## src/swmd_pkg.sv

```systemverilog
`default_nettype none
package swmd_pkg;

  localparam int DELAY_W     = 32;
  localparam int RECV_TIME_W = 48;
  localparam int WINDOW_W    = 20;

  localparam logic [WINDOW_W-1:0] WINDOW_RESET = WINDOW_W'(120000);

  // controller to datapath
  typedef struct packed {
    logic idle;            // ready for a new request
    logic exp_read;        // read time of oldest entry
    logic drop;            // release oldest entry
    logic mark_displaced;
    logic append;          // write new entry, start scan
    logic scan_issue;      // step the minimum scan
    logic publish;         // load output register
  } swmd_cmd_t;

  // datapath to controller
  typedef struct packed {
    logic accepted;
    logic count_zero;
    logic expired;
    logic full;
    logic scan_done;
    logic out_free;
  } swmd_sts_t;

endpackage
`default_nettype wire

```

## src/swmd_ctrl.sv

```systemverilog
`default_nettype none
module swmd_ctrl (
  input  wire logic                clk,
  input  wire logic                rst,
  input  wire swmd_pkg::swmd_sts_t sts,
  output swmd_pkg::swmd_cmd_t      cmd
);
  import swmd_pkg::*;

  typedef enum logic [6:0] {
    S_IDLE    = 7'b0000001,
    S_EXP_RD  = 7'b0000010,
    S_EXP_CHK = 7'b0000100,
    S_FULL    = 7'b0001000,
    S_APPEND  = 7'b0010000,
    S_SCAN    = 7'b0100000,
    S_DONE    = 7'b1000000
  } state_t;

  state_t state, state_next;

  always_ff @(posedge clk) begin
    if (rst) begin
      state <= S_IDLE;
    end else begin
      state <= state_next;
    end
  end

  always_comb begin
    state_next = state;
    cmd        = '0;
    unique case (state)
      S_IDLE: begin
        cmd.idle = 1'b1;
        if (sts.accepted) begin
          state_next = S_EXP_RD;
        end
      end
      S_EXP_RD: begin
        if (sts.count_zero) begin
          state_next = S_FULL;
        end else begin
          cmd.exp_read = 1'b1;
          state_next   = S_EXP_CHK;
        end
      end
      S_EXP_CHK: begin
        if (sts.expired) begin
          cmd.drop   = 1'b1;
          state_next = S_EXP_RD;
        end else begin
          state_next = S_FULL;
        end
      end
      S_FULL: begin
        // drop the oldest live entry to make room
        if (sts.full) begin
          cmd.drop           = 1'b1;
          cmd.mark_displaced = 1'b1;
        end
        state_next = S_APPEND;
      end
      S_APPEND: begin
        cmd.append = 1'b1;
        state_next = S_SCAN;
      end
      S_SCAN: begin
        cmd.scan_issue = 1'b1;
        if (sts.scan_done) begin
          state_next = S_DONE;
        end
      end
      S_DONE: begin
        if (sts.out_free) begin
          cmd.publish = 1'b1;
          state_next  = S_IDLE;
        end
      end
      default: begin
        state_next = S_IDLE;
      end
    endcase
  end

endmodule
`default_nettype wire

```

## config.mk

```make
export PLATFORM = sky130hd
export DESIGN_NAME = swmd_ctrl
export DESIGN_NICKNAME = d
export VERILOG_FILES = /design/src/swmd_pkg.sv /design/src/swmd_ctrl.sv
export SDC_FILE = /design/constraint.sdc
export NUM_CORES = 1
export LEC_CHECK = 0
export BUFFER_PORTS_ARGS = -buffer_cell sky130_fd_sc_hd__buf_2
export CAP_MARGIN = 20
export CORE_AREA = 5 5 42 44
export DETAILED_ROUTE_END_ITERATION = 16
export DIE_AREA = 0 0 47 49
export GPL_TIMING_DRIVEN = 0
export PLACE_DENSITY_LB_ADDON = 0.05
export SYNTH_ARGS = -nofsm -noshare
export SYNTH_HDL_FRONTEND = slang
export SYNTH_SLANG_ARGS = --single-unit
```

## constraint.sdc

```tcl
create_clock -name clk -period 1.9 [get_ports clk]
set_input_delay 0.095 -clock clk [delete_from_list [all_inputs] [get_ports clk]]
set_output_delay 0.095 -clock clk [all_outputs]
set_load 0.03 [all_outputs]
```

Word-level counts from Yosys, hierarchy flattened
Cells that the tools add are included.
{"block": "word_totals", "word_cells": 29, "in_bits": 8, "out_inout_bits": 7, "reg_bits": 7}
{"block": "classes", "reduce_logical": 1, "n_mux": 17, "n_eq_ne": 10}
{"operator": "$pmux W7 S7", "n": 1}
{"operator": "$mux W7", "n": 3}
{"operator": "$mux W1", "n": 9}
{"operator": "$mux W4", "n": 2}
{"operator": "$eq A7 B1 Y1 const B", "n": 1}
{"operator": "$eq A7 B2 Y1 const B", "n": 1}
{"operator": "$eq A7 B3 Y1 const B", "n": 1}
{"operator": "$eq A7 B4 Y1 const B", "n": 1}
{"operator": "$eq A7 B5 Y1 const B", "n": 1}
{"operator": "$eq A7 B6 Y1 const B", "n": 1}
{"operator": "$eq A7 B7 Y1 const B", "n": 1}
{"operator": "$ne A2 B2 Y1 const B", "n": 3}
{"operator": "$reduce_and A3 Y1", "n": 1}
{"operator": "$mux W2", "n": 1}
{"operator": "$pmux W1 S2", "n": 1}

Longest topological paths before layout
Gate-level depths: netlist of run 1.
{"block": "depth", "depth_word": 3, "mapped_depth": 4, "mapped_depth_nobuf": 4}

Least setup slack after synthesis of run 1
No wires, ideal clock.
{"block": "synth_path", "path_kind": "reg-to-output", "start": "register state[2]", "end": "output cmd[0] in the netlist's numbering", "t_required_ps": 1805, "setup_slack_ps": -135, "stages_incl_launch_ff": 4, "path_buffers": 0, "t_arrival_ps": 1940, "path_cell_list": "dfxtp_1 -> nor3_2 -> nand2_1 -> nor4b_1"}
{"item": "from (decl)", "line": "swmd_ctrl.sv:20", "source": "state_t state, state_next;"}
{"item": "from (signal assigned)", "line": "swmd_ctrl.sv:26", "source": "state <= state_next;"}
{"item": "to (decl)", "line": "swmd_ctrl.sv:6", "source": "output swmd_pkg::swmd_cmd_t cmd"}

==> results.json, run 1 <==
{
  "yosys.area_share.adder_pct": 0,
  "synth_area_um2": 457,
  "ys_seq_area_share_pct": 30.7,
  "grt_use_met2_pct": 14.5,
  "synthArstFlopShare_pct": 0,
  "layout.nets": 85,
  "rsz0062_at_grt": "no",
  "register_area_um2": 140,
  "start_util_pct": 32.6,
  "clk_pin_slew_ps": 50,
  "grt_pass1_wl_um": 1730,
  "synth_edf_count": 0,
  "finalCritPeriodShare_pct": 93.9,
  "cp.required_ps": 1800,
  "grtUsageTotal_pct": 10.4,
  "clk_path_buf_depth": 2,
  "finalCriticalPeriod_ps": 1780,
  "grt_pass1_vias": 425,
  "critical_path.max_fanout": 4,
  "ios": 15,
  "antenna_found_initial": 0,
  "synth_xor_area_share_pct": 1.92,
  "synth_cell_types": 28,
  "max_clock_freq_mhz": 560,
  "largest_reg_flops": 7,
  "crit_family": "simple AND/OR/NAND/NOR gates",
  "synth_area_per_cell_um2": 8.16,
  "cts_tree": "yes",
  "multi_input_area_um2": 307,
  "synthMuxAreaShare_pct": 0,
  "critPathMaxStageDelay_ps": 590,
  "hp-class": "input pin to flop",
  "crit_slowest_cell": "or4_4",
  "final_max_slew_viol_count": 0,
  "wl_per_cell_um": 12.3,
  "ys_ff_latch": 7,
  "yosysMostFrequentCell": "dfxtp_1",
  "critPathKind": "flop to output pin",
  "gp_congestion": 0.711,
  "cp-start-kind": "flop",
  "ys_top_cells_by_count": "7 x dfxtp_1, 6 x nor2_1, 4 x inv_1",
  "cap_violations": 0,
  "cts-root-buf": "clkbuf_4",
  "ant_nets": 0,
  "vias": 471,
  "setup_tns_ps": 0,
  "top_regs": "state: 7 flops",
  "crit_buf_inv": 1,
  "status": "complete, no violations",
  "via_per_inst": 5.12,
  "synthCells": 56,
  "die_width_um": 47,
  "cts.sinks": 7,
  "antenna_cells": 0,
  "setup_viol": 0,
  "synth_largest_area_cell": "dfxtp_1",
  "dr.first_iter.drc_count": 21,
  "top_register": "state",
  "ir_drop_v": 0.000348,
  "die_h_um": 49,
  "tightest_slew_ps": 393,
  "grt_max_degree": 9,
  "synth_ff_type": "dfxtp_1",
  "numCtsBuffers": 3,
  "end_kind": "output pin",
  "skew_ps": 5.64,
  "grt_use_met1_pct": 13.2,
  "fillers": 166,
  "die_area_um2": 2300,
  "core_area_um2": 1400,
  "area_growth_pct": 31.5,
  "insertion_delay_ps": 250,
  "rows": 14,
  "leakagePower_nw": 0.257,
  "grt.busiest_layer": "met2",
  "syn_nets": 64,
  "use_met3_pct": 5.54,
  "cp_cell_sequence": "or4_4 -> nor4b_4 -> buf_2",
  "dp_hpwl_um": 869,
  "cts-htree-levels": 1,
  "relSlewSlack_pct": 73.5,
  "port_buffers": 14,
  "synth-simple-area-share_pct": 41.6,
  "drive_gt1_share_pct": 34.2,
  "yosysWarnings": 0,
  "hold_viol_final": 0,
  "cp.arrival_ps": 1690,
  "synth_top_family_by_area": "simple AND/OR/NAND/NOR gates",
  "grt-ovfl-total": 0,
  "firstDrtPassIters": 4,
  "synth_compound_area_share_pct": 20.8,
  "yosys.area.top_type_share_pct": 30.7,
  "routed_wl_um": 1130,
  "yosys-top-cells-area": "dfxtp_1 31%, nor4b_4 5.2%, nor2_1 4.9%",
  "drc": 0,
  "utilization_pct": 42.9,
  "setup.reg_to_reg.worst_slack_ps": 340,
  "power_density_nw_per_um2": 713
}
## cells by family after synthesis
kind of cell | after synthesis
xor gates and xnor gates | 1
buffers and inverters | 5
and+or+nand+nor | 29
DFF | 7
AOI/OAI and AO/OA | 14
## cell type report
type | instances | share of cell area (%)
repair buffers | 16 | 14.2
clock buffers | 4 | 4.38
inverters | 4 | 2.50
flip-flops and latches | 7 | 23.3
multi-input cells | 44 | 51.0
well taps | 16 | 3.33
plain buffers | 1 | 1.25
## worst register-to-register path, cell delays in order (launching register included)
cell	delay [ps]
dfxtp_1	480
nor3_4	100
buf_4	150
a41oi_1	340
o21ai_0	260
nor3_1	170
## layer usage
metal / vias up / part of all wire, % / wire [um]
li1: 250 / - / -
met1: 206 / 45 / 511
met2: 13 / 47 / 537
met3: 2 / 6.7 / 76
met4: 0 / 0.71 / 8
met5: - / 0 / 0
## repair_timing
item / CTS / global route
hold buffers: 0 / 0
setup endpoints to repair: 0 / 1
gates resized for setup: 0 / 1
setup buffers: 0 / 2
hold endpoints to repair: 0 / 0
## cells in the final DEF (no fill, tap or decap), drive strengths merged
master / instances
buf: 17
dfxtp: 7
nor2: 6
inv: 4
nor3: 4
clkbuf: 4
nand2: 3
and3: 3
nor3b: 3
a31oi: 3
o21ai: 3
nor2b: 2
a21oi: 2
and2b: 2
nor4b: 2
nand3: 1
or4: 1
a22oi: 1
o21ba: 1
a41oi: 1
nand2b: 1
nand4: 1
xor2: 1
o211ai: 1
a41o: 1
a211oi: 1
## stage by stage
step | instance area [um2] | cells | hold WS (ps) | worst slack (ps) | power (W)
after global placement | 553 | 86 | 298 | 228 | 0.000293
after CTS | 579 | 90 | 29.1 | 15.1 | 0.000430
after global routing | 601 | 92 | 39.2 | 13.1 | 0.000457
after floorplan | 463 | 56 | 174 | 220 | 0.000257
final | 601 | 92 | 33.8 | 116 | 0.000428
after detailed placement | 553 | 86 | 298 | 247 | 0.000292
## final timing paths
kind,start,endpoint,depth (start not counted)
setup / recovery,state[6]$_SDFFE_PP0P_,cmd[2],3
hold / removal,sts[4],state[2]$_SDFFE_PP0P_,2
setup reg to reg,state[4]$_SDFFE_PP0P_,state[2]$_SDFFE_PP0P_,5
hold reg to reg,state[5]$_SDFFE_PP0P_,state[6]$_SDFFE_PP0P_,2
## report_power, final
part	switching, W	internal (W)	total, W
clock	0.0000537	0.0000801	0.000134
combinational	0.0000778	0.0000489	0.000127
sequential	0.0000109	0.000157	0.000168
total	0.000142	0.000286	0.000428
(Power assumes the default switching activity.)
==> run 2: changes to the inputs <==
--- a/config.mk
+++ b/config.mk
@@ -5,12 +5,14 @@
 export SDC_FILE = /design/constraint.sdc
 export NUM_CORES = 1
 export LEC_CHECK = 0
+export ABC_AREA = 1
 export BUFFER_PORTS_ARGS = -buffer_cell sky130_fd_sc_hd__buf_2
 export CAP_MARGIN = 20
 export CORE_AREA = 5 5 42 44
 export DETAILED_ROUTE_END_ITERATION = 16
 export DIE_AREA = 0 0 47 49
 export GPL_TIMING_DRIVEN = 0
+export MAX_ROUTING_LAYER = met4
 export PLACE_DENSITY_LB_ADDON = 0.05
 export SYNTH_ARGS = -nofsm -noshare
 export SYNTH_HDL_FRONTEND = slang
==> run 2 against run 1 <==
- synthesized cell count increased by 34%
- utilization decreased by 0.27 points
- die area unchanged
- via count unchanged
- power increased by 3.3%
- cell area decreased by 0.63%
- non-clock buffer count decreased by 2
- first-iteration DRC count decreased by 81%
- global-route usage increased by 1.1 points
- sequential cell count unchanged
- largest cell class unchanged
- largest power group unchanged
==> results.json, run 2 <==
{
  "status": "complete, no violations",
  "final_common_cell": "nand2_1",
  "synth_edf_count": 0,
  "cp_common_cell": "nor2_4",
  "top_regs": "state: 7 flops",
  "cp.required_ps": 1800,
  "clk_path_buf_depth": 2,
  "start_util_pct": 34.3,
  "dp_hpwl_um": 907,
  "ir_drop_v": 0.000247,
  "worstRegToRegCells": 8,
  "drive_gt1_share_pct": 35.5,
  "tightest_slew_ps": 222,
  "cts-htree-levels": 1,
  "hold_viol_final": 0,
  "synth_cell_types": 18,
  "synthArstFlopShare_pct": 0,
  "die_h_um": 49,
  "synth-simple-area-share_pct": 51.6,
  "core_area_um2": 1400,
  "holdPathStages": 2,
  "die_area_um2": 2300,
  "final_max_slew_viol_count": 0,
  "crit_family": "simple AND/OR/NAND/NOR gates",
  "cts-root-buf": "clkbuf_4",
  "critPathMaxStageDelay_ps": 340,
  "final_cell_mix": "19 x nand2_1, 14 x buf_2, 12 x nor2_1",
  "via_per_inst": 4.32,
  "grt_pass1_wl_um": 1880,
  "grt_max_degree": 7,
  "cp_cell_sequence": "nor2_4 -> nand2_1 -> nor2_4 -> inv_2 -> or2_1 -> inv_1 -> buf_4 -> buf_2",
  "max_clock_freq_mhz": 610,
  "cts.sinks": 7,
  "cts_tree": "yes",
  "ant_nets": 0,
  "area_growth_pct": 24.2,
  "place_area_um2": 571,
  "end_kind": "output pin",
  "grtUsageTotal_pct": 11.5,
  "holdBufCountCts": 0,
  "syn_nets": 83,
  "synth_top_family_by_area": "simple AND/OR/NAND/NOR gates",
  "clk_pin_slew_ps": 50,
  "die_width_um": 47,
  "leakagePower_nw": 0.316,
  "synth_area_um2": 480,
  "power_density_nw_per_um2": 742,
  "yosys.area.top_type_share_pct": 29.2,
  "synth_largest_area_cell": "dfxtp_1",
  "rows": 14,
  "cp.arrival_ps": 1540,
  "synth_compound_area_share_pct": 5.21,
  "ys_top_cells_by_count": "19 x nand2_1, 12 x nor2_1, 11 x inv_1",
  "critical_path.max_fanout": 3,
  "dr.first_iter.drc_count": 4,
  "numCtsBuffers": 3,
  "cap_violations": 0,
  "ys_seq_area_share_pct": 29.2,
  "ys_ff_latch": 7,
  "synthCells": 75,
  "skew_ps": 0.682,
  "hp-class": "input pin to flop",
  "grt-ovfl-total": 0,
  "crit_slowest_cell": "dfxtp_1",
  "drc": 0,
  "insertion_delay_ps": 250,
  "firstDrtPassIters": 4,
  "relSlewSlack_pct": 85.1,
  "synth_ff_type": "dfxtp_1",
  "finalCritPeriodShare_pct": 86.3,
  "gp_congestion": 0.721,
  "post_cts_buffers": 0,
  "routed_wl_um": 1060,
  "antenna_found_initial": 0,
  "ios": 15,
  "critPathKind": "flop to output pin",
  "stdcell_area_um2": 597,
  "setup_tns_ps": 0,
  "antenna_cells": 0,
  "largest_reg_flops": 7,
  "top_register": "state",
  "yosys.area_share.adder_pct": 0,
  "yosysMostFrequentCell": "nand2_1",
  "synth_area_per_cell_um2": 6.41,
  "cp-start-kind": "flop",
  "finalCriticalPeriod_ps": 1640,
  "vias": 471,
  "wl_per_cell_um": 9.71,
  "synthMuxAreaShare_pct": 0,
  "synth_xor_area_share_pct": 0,
  "post_cts_resized": 0,
  "fillers": 182,
  "yosys-top-cells-area": "dfxtp_1 29%, nand2_1 15%, nor2_1 9.4%",
  "rsz0062_at_grt": "no",
  "crit_cells": 8,
  "yosysWarnings": 0,
  "crit_buf_inv": 4,
  "grt_pass1_vias": 465,
  "p_total_w": 0.000443,
  "layout.nets": 102,
  "port_buffers": 14,
  "utilization_pct": 42.6,
  "setup_viol": 0
}
-- run 2: cell types whose count changed after synthesis, sizes merged, moves of 3 or more --
cell,delta
nor2,+12
and3,-3
nand2,+18
a31oi,-3
nor3b,-3
inv,+12
-- run 2: final timing paths --
path,slack (ps),endpoint,startpoint
worst max-delay path,260,cmd[5],state[2]$_SDFFE_PP0P_
worst min-delay path,100,state[5]$_SDFFE_PP0P_,rst
worst max register to register,660,state[0]$_SDFFE_PP1P_,state[0]$_SDFFE_PP1P_
worst min register to register,650,state[5]$_SDFFE_PP0P_,state[4]$_SDFFE_PP0P_
-- run 2: layer usage --
| metal | global-route usage [%] | share of wire (%) | up-vias | routed length [um] |
|---|---|---|---|---|
| met2 | 16.5 | 46 | 16 | 490 |
| met5 | - | 0 | - | 0 |
| li1 | - | - | 260 | - |
| met1 | 14.4 | 45 | 193 | 481 |
| met3 | 2.21 | 7.0 | 2 | 74 |
| met4 | 6.91 | 1.1 | 0 | 12 |
-- run 2: power breakdown --
part	leakage (nW)	switching (W)	internal, W	total [W]
combinational	0.244	0.0000935	0.0000465	0.000140
sequential	0.0569	0.00000843	0.000158	0.000166
clock	0.0150	0.0000561	0.0000802	0.000136
total	0.316	0.000158	0.000285	0.000443
-- run 2: layout make-up --
cell class                 count  area, um2  area share (%)
timing repair buffer          14       70.1            11.7
clock buffer                   4       26.3            4.40
buffer                         1       7.51            1.26
inverter                      16       60.1            10.1
tap                           16       20.0            3.35
sequential                     7        140            23.5
multi-input combinational     51        273            45.7
-- run 2: logic make-up (layout without fill, tap and decap cells) --
family          Yosys count  in the layout
flops                     7              7
simple gates             47             47
compound gates            4              4
buf+inv                  17             35
-- run 2: stage by stage --
stage | hold slack, ps | setup WS (ps) | instances
global placement | 359 | 509 | 105
CTS | 97.5 | 224 | 109
finish | 103 | 261 | 109
global route | 108 | 163 | 109
detailed placement | 362 | 498 | 105
floorplan | 164 | 405 | 75
==> run 3: changes to the inputs <==
--- a/config.mk
+++ b/config.mk
@@ -8,10 +8,11 @@
 export ABC_AREA = 1
 export BUFFER_PORTS_ARGS = -buffer_cell sky130_fd_sc_hd__buf_2
 export CAP_MARGIN = 20
-export CORE_AREA = 5 5 42 44
+export CELL_PAD_IN_SITES_DETAIL_PLACEMENT = 0
+export CELL_PAD_IN_SITES_GLOBAL_PLACEMENT = 2
+export CORE_MARGIN = 5
+export CORE_UTILIZATION = 24
 export DETAILED_ROUTE_END_ITERATION = 16
-export DIE_AREA = 0 0 47 49
-export GPL_TIMING_DRIVEN = 0
 export MAX_ROUTING_LAYER = met4
 export PLACE_DENSITY_LB_ADDON = 0.05
 export SYNTH_ARGS = -nofsm -noshare
==> run 3 against run 2 <==
- combinational power hardly changed
- sequential power is essentially flat
- cell area is 1.0% higher
- largest cell class unchanged
==> results.json, run 3 (synthesized netlist as in run 2, its figures left out) <==
{
  "dr.first_iter.drc_count": 5,
  "p_clk_share_pct": 29.9,
  "setup_viol": 0,
  "ios": 15,
  "swShare_pct": 35.1,
  "whs_ps": 107,
  "wl_per_cell_um": 9.31,
  "use_met3_pct": 0,
  "utilization_pct": 31.1,
  "cp-start-kind": "flop",
  "via_per_inst": 3.85,
  "core_area_um2": 1940,
  "dp_hpwl_um": 953,
  "setup_tns_ps": 0,
  "stdcell_area_um2": 603,
  "grt_pass1_vias": 468,
  "grt_use_met1_pct": 10.9,
  "p_total_w": 0.000437,
  "critical_path.max_fanout": 3,
  "final_max_slew_viol_count": 0,
  "cp.required_ps": 1800,
  "rsz0062_at_grt": "no",
  "firstDrtPassIters": 3,
  "grt-ovfl-total": 0,
  "hold_viol_final": 0,
  "p_seq_share_pct": 38.2,
  "post_cts_resized": 0,
  "insertion_delay_ps": 250,
  "top_register": "state",
  "finalCriticalPeriod_ps": 1580,
  "post_cts_buffers": 0,
  "critPathKind": "flop to output pin",
  "place_area_um2": 577,
  "die_area_um2": 3000,
  "top_regs": "state: 7 flops",
  "ant_nets": 0,
  "p_sw_w": 0.000153,
  "grt.busiest_layer": "met2",
  "end_kind": "output pin",
  "die_width_um": 54.7,
  "die_h_um": 54.7,
  "status": "complete, no violations",
  "ir_drop_v": 0.000246,
  "grt_use_met2_pct": 15.0,
  "final_common_cell": "nand2_1",
  "drive_gt1_share_pct": 34.8,
  "antenna_found_initial": 0,
  "cp.arrival_ps": 1480,
  "share_comb_of_total_power_pct": 31.9,
  "start_util_pct": 24.7,
  "clk_pin_slew_ps": 50,
  "tightest_slew_ps": 276,
  "holdBufCountCts": 0,
  "final_cell_mix": "19 x nand2_1, 14 x buf_2, 12 x nor2_1",
  "numCtsBuffers": 3,
  "layout.nets": 101,
  "cap_violations": 0,
  "antenna_cells": 0,
  "power_density_nw_per_um2": 724,
  "skew_ps": 1.42,
  "cts-htree-levels": 1,
  "routed_wl_um": 1110,
  "grt_max_degree": 7,
  "hp-class": "input pin to flop",
  "finalCritPeriodShare_pct": 83.0,
  "largest_reg_flops": 7,
  "leakagePower_nw": 0.311,
  "grtUsageTotal_pct": 9.81,
  "relSlewSlack_pct": 81.6,
  "port_buffers": 14,
  "cts.sinks": 7,
  "cts-root-buf": "clkbuf_4",
  "rows": 16,
  "drc": 0,
  "max_clock_freq_mhz": 634,
  "grt_pass1_wl_um": 1930,
  "cts_tree": "yes",
  "intPower_w": 0.000283,
  "clk_path_buf_depth": 2,
  "vias": 458,
  "area_growth_pct": 25.5,
  "gp_congestion": 0.717
}
## run 3: cell types whose count changed in the layout (fill, tap and decap cells not counted), sizes merged
cell,before,now
buf,15,14
## run 3: per-layer routing
layer  share of wire, %  vias up
met5                  0        -
met4                5.2        0
met3                2.3        5
met2                 44       14
met1                 48      184
li1                   -      255
## run 3: cell type report
cell class | count | area [um2]
fill | 240 | 1340
multi-input combinational | 51 | 273
sequential | 7 | 140
timing repair buffer | 14 | 70.1
inverter | 16 | 60.1
tap | 27 | 33.8
clock buffer | 4 | 26.3
## run 3: final timing paths
path                         startpoint                     to  slack, ps  depth (start not counted)
hold reg to reg   state[4]$_SDFFE_PP0P_  state[5]$_SDFFE_PP0P_        640                          4
setup reg to reg  state[0]$_SDFFE_PP1P_  state[0]$_SDFFE_PP1P_        660                          8
setup / recovery  state[2]$_SDFFE_PP0P_                 cmd[4]        320                          7
hold / removal                      rst  state[1]$_SDFFE_PP0P_        110                          2
## run 3: critical path, cell delays in order (launching register included)
cell     delay [ps]
dfxtp_1         370
inv_1            70
nor2_1          100
nand2_1          60
nor2_1          230
nand2_1         110
o21ai_0          90
buf_2           220
## run 3: per-stage QoR
stage / setup slack, ps / instances
2_1_floorplan: 405 / 75
5_1_grt: 134 / 119
3_5_place_dp: 579 / 115
4_1_cts: 297 / 119
6_report: 323 / 119
3_3_place_gp: 565 / 115
## run 3: power by group through the flow
stage	Combinational, W	Clock [W]	Sequential, W
after floorplan	0.000107	0	0.000168
after global placement	0.000144	0	0.000170
after detailed placement	0.000141	0	0.000170
after CTS	0.000141	0.000139	0.000167
after global routing	0.000160	0.000141	0.000169
final	0.000139	0.000130	0.000167
